File: src/rtl/dmwbc_pkg.sv
// dmwbc_pkg: sizes, address split, register codes and the controller/datapath
// command and status bundles of the direct-mapped write-back cache.
// No dependencies; imported by every module of the block.
`default_nettype none

package dmwbc_pkg;

    localparam int CACHE_BYTES  = 4096;
    localparam int BLOCK_BYTES  = 64;
    localparam int WORD_BYTES   = 4;
    localparam int MEMORY_BYTES = 65536;

    localparam int ADDR_W      = 16;
    localparam int WORD_W      = 32;
    localparam int CFG_W       = 10;
    localparam int COST_W      = 32;
    localparam int CFG_IDX_W   = 2;

    localparam int BLOCK_WORDS = BLOCK_BYTES / WORD_BYTES;
    localparam int LINE_COUNT  = CACHE_BYTES / BLOCK_BYTES;
    localparam int CACHE_WORDS = CACHE_BYTES / WORD_BYTES;
    localparam int MEM_WORDS   = MEMORY_BYTES / WORD_BYTES;

    localparam int BYTE_W   = $clog2(WORD_BYTES);
    localparam int OFF_W    = $clog2(BLOCK_WORDS);
    localparam int LINE_W   = $clog2(LINE_COUNT);
    localparam int TAG_W    = $clog2(MEMORY_BYTES) - $clog2(CACHE_BYTES);
    localparam int CIDX_W   = LINE_W + OFF_W;
    localparam int MEM_AW   = $clog2(MEM_WORDS);
    localparam int CNT_W    = $clog2(BLOCK_WORDS + 1);

    // stream payload layout
    localparam int IN_DATA_W  = 48;
    localparam int OUT_DATA_W = 64;
    localparam int OUT_USER_W = 2;

    // configuration register indexes
    localparam logic [CFG_IDX_W-1:0] REG_MEM_RD   = 2'd0;
    localparam logic [CFG_IDX_W-1:0] REG_MEM_WR   = 2'd1;
    localparam logic [CFG_IDX_W-1:0] REG_CACHE_RD = 2'd2;
    localparam logic [CFG_IDX_W-1:0] REG_CACHE_WR = 2'd3;

    localparam logic [CFG_W-1:0] MEM_RD_RST   = 10'd100;
    localparam logic [CFG_W-1:0] MEM_WR_RST   = 10'd50;
    localparam logic [CFG_W-1:0] CACHE_RD_RST = 10'd1;
    localparam logic [CFG_W-1:0] CACHE_WR_RST = 10'd1;

    localparam logic CMD_READ  = 1'b0;
    localparam logic CMD_WRITE = 1'b1;

    typedef struct packed {
        logic accept;
        logic lookup;
        logic cnt_clear;
        logic wb_step;
        logic fill_step;
        logic clr_step;
        logic install;
        logic access;
        logic add_mw;
        logic add_mr;
        logic load_out;
    } cmd_t;

    typedef struct packed {
        logic hit;
        logic victim_dirty;
        logic cnt_done;
        logic clr_done;
        logic out_free;
    } status_t;

endpackage

`default_nettype wire

File: src/rtl/dmwbc_ctrl.sv
// dmwbc_ctrl: controller state machine of the cache: memory clear sweep,
// lookup, write-back, fill, word access and result hand-off.
// Depends on dmwbc_pkg; drives dmwbc_datapath through cmd_t.
`default_nettype none

module dmwbc_ctrl
    import dmwbc_pkg::*;
(
    input  wire logic    clk,
    input  wire logic    rst_n,
    input  wire logic    s_tvalid,
    output logic         s_tready,
    input  wire status_t st,
    output cmd_t         cmd
);

    localparam logic [2:0] S_CLEAR  = 3'd0;
    localparam logic [2:0] S_IDLE   = 3'd1;
    localparam logic [2:0] S_LOOKUP = 3'd2;
    localparam logic [2:0] S_WB     = 3'd3;
    localparam logic [2:0] S_FILL   = 3'd4;
    localparam logic [2:0] S_ACCESS = 3'd5;
    localparam logic [2:0] S_DONE   = 3'd6;

    logic [2:0] state_reg;
    logic [2:0] state_next;

    always_comb
    begin
        cmd        = '0;
        state_next = state_reg;
        s_tready   = 1'b0;
        case (state_reg)
            S_CLEAR:
            begin
                cmd.clr_step = 1'b1;
                if (st.clr_done)
                begin
                    state_next = S_IDLE;
                end
            end
            S_IDLE:
            begin
                s_tready = 1'b1;
                if (s_tvalid)
                begin
                    cmd.accept = 1'b1;
                    state_next = S_LOOKUP;
                end
            end
            S_LOOKUP:
            begin
                cmd.lookup    = 1'b1;
                cmd.cnt_clear = 1'b1;
                if (st.hit)
                begin
                    state_next = S_ACCESS;
                end
                else if (st.victim_dirty)
                begin
                    state_next = S_WB;
                end
                else
                begin
                    state_next = S_FILL;
                end
            end
            S_WB:
            begin
                cmd.wb_step = 1'b1;
                if (st.cnt_done)
                begin
                    cmd.add_mw    = 1'b1;
                    cmd.cnt_clear = 1'b1;
                    state_next    = S_FILL;
                end
            end
            S_FILL:
            begin
                cmd.fill_step = 1'b1;
                if (st.cnt_done)
                begin
                    cmd.add_mr  = 1'b1;
                    cmd.install = 1'b1;
                    state_next  = S_ACCESS;
                end
            end
            S_ACCESS:
            begin
                cmd.access = 1'b1;
                state_next = S_DONE;
            end
            S_DONE:
            begin
                if (st.out_free)
                begin
                    cmd.load_out = 1'b1;
                    state_next   = S_IDLE;
                end
            end
            default:
            begin
                state_next = S_IDLE;
            end
        endcase
    end

    always_ff @(posedge clk or negedge rst_n)
    begin
        if (!rst_n)
        begin
            state_reg <= S_CLEAR;
        end
        else
        begin
            state_reg <= state_next;
        end
    end

endmodule

`default_nettype wire

File: config.mk
export PLATFORM = sky130hd
export DESIGN_NAME = dmwbc_ctrl
export DESIGN_NICKNAME = d
export VERILOG_FILES = /design/src/rtl/dmwbc_pkg.sv /design/src/rtl/dmwbc_ctrl.sv
export SDC_FILE = /design/constraint.sdc
export NUM_CORES = 1
export LEC_CHECK = 0
export ABC_AREA = 1
export BUFFER_PORTS_ARGS = -buffer_cell sky130_fd_sc_hd__buf_2
export CORE_AREA = 2 2 39 41
export CTS_CLUSTER_SIZE = 40
export DETAILED_ROUTE_END_ITERATION = 8
export DIE_AREA = 0 0 41 43
export PLACE_DENSITY = 0.65
export SKIP_CTS_REPAIR_TIMING = 1
export SLEW_MARGIN = 20
export SYNTH_ARGS = -nofsm -noshare
export SYNTH_HDL_FRONTEND = slang
export SYNTH_SLANG_ARGS = --single-unit
File: constraint.sdc
create_clock -name clk -period 1.7 [get_ports clk]
set_input_delay 0.085 -clock clk [delete_from_list [all_inputs] [get_ports clk]]
set_output_delay 0.085 -clock clk [all_outputs]
set_load 0.01 [all_outputs]
==> key figures, run 1 <==
Worst setup path
  • Crit path launch: state_reg[2]
  • Largest stage delay, worst path: 0.48 ns
  • Max FO, Critical Path: 9
  • CP Data Required Time: 1.62 ns
  • Crit-path cells: inv_2 > nand3_1 > o21ai_0 > buf_2
  • Worst setup path class: flop to primary output
  • Critical register-to-register path startpoint: state_reg[2]
  • Critical path's slowest cell: dfrtp_1
  • CP arrival: 1.31 ns
  • CP Capture Type: primary output
  • CP Launch Type: flop

Synth
  • Yosys top cell area share: 20.2%
  • Syn Area/Cell: 5.81 sq um
  • Register area share after synthesis: 20.2%
  • Post-synth EDFFs: 0
  • Post-synth ARST share: 100%
  • Post-Syn Instances: 64
  • Top cells by count, synth: 15 x inv_1, 14 x nand2_1, 7 x nand3_1, 6 x nor2_1, 4 x o21ai_0
  • Post-synthesis cell area: 372 sq um
  • Dominant cell type by area after synthesis: dfrtp_1
  • Top cells by area, synth: dfrtp_1 20%, inv_1 15%, nand2_1 14%
  • Synthesized flop and latch total: 3
  • Mapped Nets: 72
  • Most used flip-flop cell after synthesis: dfrtp_1
  • Yosys Warn Count: 0
  • Synth unique cells: 14
  • Most common cell in the netlist: inv_1

Floorplan
  • Die Y: 43 um
  • Row cnt: 14
  • IO Pins: 20
  • Core Area: 1380 sq um
  • Die Area: 1760 sq um
  • Die width: 41 um
  • Initial core utilization: 26.9%

Global route
  • Met2 usage: 15.6%
  • Vias in the first global route: 354
  • Largest net degree at the start of global routing: 10
  • GR peak layer: met2
  • Gr ovfl total: 0
  • M1 GR Usage: 11.4%
  • First-pass GRT wire length: 1230 um
  • Total GRT Usage: 10.3%
  • Initial antenna violation count: 0
  • Met3 GRT Util: 3.14%

Final layout
  • Final #Nets: 94
  • Number of diodes: 0
  • Area Growth Syn to Fin: 32.7%
  • Post-route cell area: 493 sq um
  • Register area: 75.1 sq um
  • Max reg flops: 3
  • Multi-input logic area: 203 sq um
  • Final core utilization: 35.6%
  • Share of cells above drive strength 1: 37.6%
  • Fill cells: 167

Detailed routing
  • DRT Wirelength: 828 um
  • Initial DRC Count: 6
  • Per-cell routed wire length: 8.20 um
  • DRT antenna net count: 0
  • Via count: 432
  • Vias per inst: 4.28
  • Drt drc: 0
  • First-pass DRT Iterations: 4

Place
  • Routability cong.: 0.776
  • Port Buffers: 19
  • Dpl cell area: 457 sq um
  • Detailed placement HPWL: 702 um

Clocking
  • Maximum clock insertion buffer count: 2
  • Clock transition at the registers of the reported paths: 0.03 ns
  • CTS tree: built
  • H-tree levels: 1
  • Later-pin clock latency in the skew report: 0.23 ns
  • CTS Sinks: 3
  • Clk root buf: clkbuf_4
  • Num CTS Buffers: 3

Timing
  • Final Setup Violations: 0
  • RSZ-0062 raised after global routing: no
  • Max Clock Freq: 714 MHz
  • Slew margin rel.: 77.9%
  • Tcrit/Tclk final: 82.3%
  • Final max-slew violation count: 0
  • Hold Vio Cnt, Final: 0
  • Worst Max-Slew Pin Slew: 0.332 ns
  • Post-layout min period: 1.40 ns
  • Clock Skews: 0.00100 ns
  • Fin Setup TNS: 0 ns

Job
  • Max-cap viol count: 0

Pwr
  • Pwr Density: 1730 nW/um^2
  • Peak VDD IR: 549 uV
  • LEAKAGE: 0.357 nW

Run status
  • Status: finished, final reports clean

Hold path
  • Worst hold-check path type: input port to asynchronous set/reset pin
[per-stage QoR]
| step | worst slack, ns | power [mW] | hold slack, ns | instances |
|---|---|---|---|---|
| floorplan | 0.562 | 0.624 | -0.211 | 64 |
| global placement | 0.503 | 0.727 | -0.118 | 96 |
| detailed placement | 0.440 | 0.732 | -0.118 | 96 |
| CTS | 0.307 | 0.857 | -0.359 | 100 |
| global route | 0.187 | 0.943 | 0.187 | 101 |
| finish | 0.300 | 0.854 | 0.176 | 101 |
[cell type report]
cell class | count | area share (%)
Inverter | 17 | 12.9
Timing Repair Buffer | 20 | 21.3
Multi-Input combinational cell | 41 | 41.1
Clock buffer | 4 | 5.33
Sequential cell | 3 | 15.2
Tap cell | 16 | 4.06
[path summary, 6_finish.rpt]
kind,to,slack (ns),depth (start not counted)
worst min register to register,state_reg[1],0.60,2
worst min-delay path,state_reg[0],0.18,2
worst max-delay path,cmd[8],0.30,4
max in group asynchronous,state_reg[1],1.42,2
min in group clk,state_reg[0],0.24,5
worst max register to register,state_reg[1],0.43,7
[power by group]
| group | leakage (nW) | switching [mW] | internal (mW) |
|---|---|---|---|
| clock | 0.0150 | 0.0328 | 0.0877 |
| combinational | 0.305 | 0.334 | 0.210 |
| sequential | 0.0367 | 0.0809 | 0.109 |
| total | 0.357 | 0.447 | 0.407 |
[logic make-up after synthesis]
family / count (synthesis) / share of synthesized area, %
DFF: 3 / 20.2
and+or+nand+nor: 37 / 49.2
AOI/OAI and AO/OA: 4 / 5.39
buffers and inverters: 20 / 25.3
[per-layer routing]
layer,vias up,part of all wire (%)
met4,0,0
met3,0,6.4
met1,187,45
met2,15,49
li1,230,-
met5,-,0
[worst max-delay path: cells and delay by family (launching register included)]
family	cells	cell delay, ns
AOI/OAI and AO/OA	1	0.17
buffers and inverters	2	0.28
and+or+nand+nor	1	0.15
DFF	1	0.48
[cells in the final DEF, fill, tap and decap left out]
| master | n |
|---|---|
| clkbuf_1 | 1 |
| o21ai_0 | 4 |
| nand3_1 | 7 |
| inv_1 | 15 |
| nand2_4 | 1 |
| dlygate4sd3_1 | 1 |
| inv_2 | 2 |
| buf_2 | 19 |
| dfrtp_1 | 3 |
| nor2_1 | 6 |
| clkbuf_4 | 3 |
| nand3_2 | 2 |
| nor2_2 | 3 |
| nand2_1 | 14 |
| nand2_2 | 2 |
| nor3_1 | 2 |
Note: power is estimated with default switching activity, not from simulation.
==> run 2, diff against run 1 <==
==> constraint.sdc (replaced) <==
create_clock -name clk -period 1.38 [get_ports clk]
set_input_delay 0.069 -clock clk [delete_from_list [all_inputs] [get_ports clk]]
set_output_delay 0.069 -clock clk [all_outputs]
set_load 0.01 [all_outputs]
==> run 2 against run 1 <==
Net effect: via count increased by 1.9%; final area increased by 5.1%; hold slack got worse by 0.016 ns; sequential share of layout area decreased by 0.25 points; largest cell class unchanged; sequential power increased by 17%; global-route usage unchanged; clock skew about the same; clock power increased by 22%; worst setup slack got worse by 0.22 ns; largest power group unchanged.
==> key figures, run 2 (synthesized netlist as in run 1, its figures left out) <==
Global route
  • Largest net degree at the start of global routing: 10
  • Vias in the first global route: 354
  • Gr ovfl total: 0
  • Initial antenna violation count: 0
  • Total GRT Usage: 10.3%
  • First-pass GRT wire length: 1230 um

Clocking
  • Later-pin clock latency in the skew report: 0.23 ns
  • Maximum clock insertion buffer count: 2
  • Clk root buf: clkbuf_4
  • Clock transition at the registers of the reported paths: 0.03 ns
  • CTS Sinks: 3
  • Num CTS Buffers: 3
  • H-tree levels: 1
  • CTS tree: built

Pwr
  • Peak VDD IR: 686 uV
  • Pwr Density: 2160 nW/um^2
  • Total power: 1.12 mW
  • LEAKAGE: 0.370 nW

Floorplan
  • Die Area: 1760 sq um
  • Core Area: 1380 sq um
  • IO Pins: 20
  • Row cnt: 14
  • Die width: 41 um
  • Initial core utilization: 26.9%
  • Die Y: 43 um

Worst setup path
  • CP Data Required Time: 1.31 ns
  • Max FO, Critical Path: 6
  • Critical Path Sink: cmd[1]
  • Reg2reg end: state_reg[1]
  • Critical path's slowest cell: dfrtp_1
  • Cell count of the worst reg-to-reg path: 7
  • Largest stage delay, worst path: 0.43 ns
  • Worst path bufs/invs: 1
  • Crit. path cell count: 4
  • CP Launch Type: flop
  • Crit-path cells: nor2_2 > nand2_2 > nor2_1 > buf_2
  • CP delay by family, top: flip-flops
  • CP arrival: 1.23 ns
  • CP Capture Type: primary output
  • Worst setup path class: flop to primary output
  • Crit path launch: state_reg[1]
  • Critical register-to-register path startpoint: state_reg[2]
  • Worst R2R Setup Slack: 0.22 ns

Timing
  • Clock Skews: 0.00110 ns
  • Fin Setup TNS: 0 ns
  • Worst Max-Slew Pin Slew: 0.201 ns
  • Tcrit/Tclk final: 94.2%
  • Final max-slew violation count: 0
  • Final Setup Violations: 0
  • RSZ-0062 raised after global routing: yes
  • Max Clock Freq: 769 MHz
  • Slew margin rel.: 86.6%
  • Hold Vio Cnt, Final: 0
  • Post-layout min period: 1.30 ns

Detailed routing
  • Drt drc: 0
  • DRT Wirelength: 849 um
  • Per-cell routed wire length: 8.16 um
  • Via count: 440
  • Initial DRC Count: 5
  • Vias per inst: 4.23
  • DRT antenna net count: 0
  • First-pass DRT Iterations: 4

Job
  • Max-cap viol count: 0

Final layout
  • Final #Nets: 97
  • Area Growth Syn to Fin: 39.4%
  • Number of diodes: 0
  • Most frequent cells in the layout: 19 x buf_2, 15 x inv_1, 14 x nand2_1
  • Fill cells: 165
  • Register area: 77.6 sq um
  • Max reg flops: 3
  • Multi-input logic area: 203 sq um
  • Most common cell after layout, fill and taps aside: buf_2
  • Share of cells above drive strength 1: 42.0%

Hold path
  • Worst hold-check path type: input port to asynchronous set/reset pin

Place
  • Port Buffers: 19
  • Detailed placement HPWL: 702 um
  • Routability cong.: 0.776

Run status
  • Status: finished, final reports clean
[run 2: cell count changes in the layout (fill, tap and decap cells not counted)]
cell     before  now
dfrtp_1       3    1
buf_4         0    3
dfrtp_2       0    2
[run 2: power breakdown]
| group | internal, mW | switching [mW] |
|---|---|---|
| Combinational | 0.308 | 0.441 |
| Clock | 0.108 | 0.0405 |
| Sequential | 0.141 | 0.0813 |
[run 2: worst min path at each step]
| stage | from | to | depth (start not counted) |
|---|---|---|---|
| final | rst_n | state_reg[0] | 2 |
| after global routing | rst_n | state_reg[0] | 2 |
| after CTS | rst_n | state_reg[0] | 1 |
| after detailed placement | rst_n | state_reg[1] | 1 |
| after global placement | rst_n | state_reg[1] | 1 |
| after floorplan | rst_n | state_reg[0] | 0 |
[run 2: stage by stage]
stage	hold WS, ns	worst slack [ns]	util, %	instances	instance area, sq um
after floorplan	-0.227	0.258	-	64	372
after global placement	-0.134	0.183	33.0	96	457
after detailed placement	-0.134	0.120	33.0	96	457
after CTS	-0.375	0.00257	34.9	100	483
after global routing	0.171	-0.0157	37.4	104	518
final	0.160	0.0796	37.4	104	518
[run 2: layout make-up]
cell class	count	share of cell area, %
inverters	17	12.3
well taps	16	3.86
flip-flops and latches	3	15.0
clock buffers	4	5.07
repair buffers	23	24.6
multi-input cells	41	39.1
[run 2: metal layers]
| metal | share of wire (%) | vias to the layer above | track usage, % | wire length (um) |
|---|---|---|---|---|
| met5 | 0 | - | 0 | 0 |
| met3 | 6.8 | 0 | 3.14 | 58 |
| li1 | - | 238 | - | - |
| met2 | 49 | 17 | 15.6 | 414 |
| met1 | 44 | 185 | 11.4 | 376 |
| met4 | 0 | 0 | 7.33 | 0 |
==> run 3, diff against run 2 <==
--- a/config.mk
+++ b/config.mk
@@ -7,10 +7,10 @@
 export LEC_CHECK = 0
 export ABC_AREA = 1
 export BUFFER_PORTS_ARGS = -buffer_cell sky130_fd_sc_hd__buf_2
-export CORE_AREA = 2 2 39 41
+export CORE_AREA = 4 4 41 43
 export CTS_CLUSTER_SIZE = 40
 export DETAILED_ROUTE_END_ITERATION = 8
-export DIE_AREA = 0 0 41 43
+export DIE_AREA = 0 0 45 47
 export PLACE_DENSITY = 0.65
 export SKIP_CTS_REPAIR_TIMING = 1
 export SLEW_MARGIN = 20
==> run 3 against run 2 <==
Net effect: via count grew 0.23%; sequential share of layout area grew 0.17 points; total power grew 2.3%; clock skew grew 0.0036 ns; wire length grew 12%; cell count shrank 2.9%.
==> key figures, run 3 (synthesized netlist as in run 1, its figures left out) <==
Detailed routing
  • Highest routed layer: met4
  • Routed wl met2: 455 um
  • Per-cell routed wire length: 9.39 um
  • Met1 WL: 448 um
  • Drt drc: 0
  • Via count: 441
  • Initial DRC Count: 9
  • Vias per inst: 4.37
  • DRT Wirelength: 948 um
  • Routed length on met3: 27 um
  • DRT antenna net count: 0
  • First-pass DRT Iterations: 3

Worst setup path
  • CP Launch Type: flop
  • CP Data Required Time: 1.31 ns
  • CP Capture Type: primary output
  • Crit-path cells: nor2_4 > nand2_2 > nor2_1 > buf_2
  • CP arrival: 1.23 ns
  • Largest stage delay, worst path: 0.46 ns
  • Worst path bufs/invs: 1
  • CP delay by family, top: flip-flops
  • Critical path's slowest cell: dfrtp_2
  • Max FO, Critical Path: 6
  • Worst setup path class: flop to primary output

Final layout
  • Share of cells above drive strength 1: 45.3%
  • Area Growth Syn to Fin: 40.1%
  • Final #Nets: 95
  • Most frequent cells in the layout: 19 x buf_2, 15 x inv_1, 14 x nand2_1
  • Finished Layout Cells: 101
  • Number of diodes: 0
  • Most common cell after layout, fill and taps aside: buf_2
  • Max reg flops: 3

Pwr
  • Total power: 1.15 mW
  • Peak VDD IR: 634 uV
  • Pwr Density: 2200 nW/um^2
  • LEAKAGE: 0.362 nW

Timing
  • Slew margin rel.: 86.6%
  • Final max-slew violation count: 0
  • Tcrit/Tclk final: 94.0%
  • Worst Max-Slew Pin Slew: 0.200 ns
  • RSZ-0062 raised after global routing: no
  • Max Clock Freq: 771 MHz
  • Worst Setup Slack, final: 0.0827 ns
  • Fin Setup TNS: 0 ns
  • Final Setup Violations: 0
  • Hold Vio Cnt, Final: 0
  • Clock Skews: 0.00472 ns
  • Fin Hold WS: 0.153 ns
  • Post-layout min period: 1.30 ns

Clocking
  • Num CTS Buffers: 3
  • CTS tree: built
  • Later-pin clock latency in the skew report: 0.24 ns
  • CTS Sinks: 3
  • Clock transition at the registers of the reported paths: 0.04 ns
  • Maximum clock insertion buffer count: 2
  • H-tree levels: 1
  • Clk root buf: clkbuf_4

Floorplan
  • Initial core utilization: 28.6%
  • Die Area: 2120 sq um
  • Die Y: 47 um
  • Row cnt: 13
  • Core Area: 1300 sq um
  • IO Pins: 20
  • Die width: 45 um

Global route
  • First-pass GRT wire length: 1520 um
  • Vias in the first global route: 382
  • Gr ovfl total: 0
  • Largest net degree at the start of global routing: 10
  • Total GRT Usage: 9.96%
  • Initial antenna violation count: 0

Place
  • DP Worst Slack: 0.148 ns
  • Placed instance count: 95
  • Detailed placement HPWL: 760 um
  • Port Buffers: 19
  • Routability cong.: 0.785

Run status
  • Status: finished, final reports clean

Job
  • Max-cap viol count: 0

Hold path
  • Worst hold-check path type: input port to asynchronous set/reset pin
-- run 3: stage by stage --
stage               area [sq um]  util [%]
CTS                          482      37.0
finish                       520      40.0
detailed placement           455      35.0
global placement             455      35.0
global route                 520      40.0
floorplan                    372         -
-- run 3: worst reg2reg max path, delay by kind of cell, from the launching register on --
kind,cells,cell delay (ns)
DFF,1,0.44
buffers and inverters,1,0.09
AOI/OAI and AO/OA,1,0.20
and+or+nand+nor,4,0.36
-- run 3: area by class of cell --
| cell class | count | area, sq um |
|---|---|---|
| Clock buffer | 4 | 26.3 |
| Fill cell | 151 | 781 |
| Inverter | 17 | 63.8 |
| Multi-Input combinational cell | 41 | 220 |
| Sequential cell | 3 | 78.8 |
| Tap cell | 15 | 18.8 |
| Timing Repair Buffer | 21 | 113 |
-- run 3: final timing paths --
path,slack [ns],start,endpoint,depth (start not counted)
worst min-delay path,0.15,rst_n,state_reg[0],2
worst max-delay path,0.08,state_reg[1],cmd[4],4
worst min register to register,0.60,state_reg[1],state_reg[1],2
max in group asynchronous,1.11,rst_n,state_reg[1],2
worst max register to register,0.22,state_reg[1],state_reg[1],6
min in group clk,0.24,st[4],state_reg[0],5
-- run 3: power by group --
part	internal, mW	total, mW	switching (mW)
clock network	0.109	0.157	0.0482
logic	0.291	0.725	0.434
registers	0.144	0.264	0.120
total	0.544	1.15	0.602
-- run 3: metal layers --
layer / vias to the layer above / GRT usage [%]
li1: 234 / -
met3: 2 / 2.30
met1: 197 / 12.1
met4: 0 / 5.26
met5: - / 0
met2: 8 / 16.4
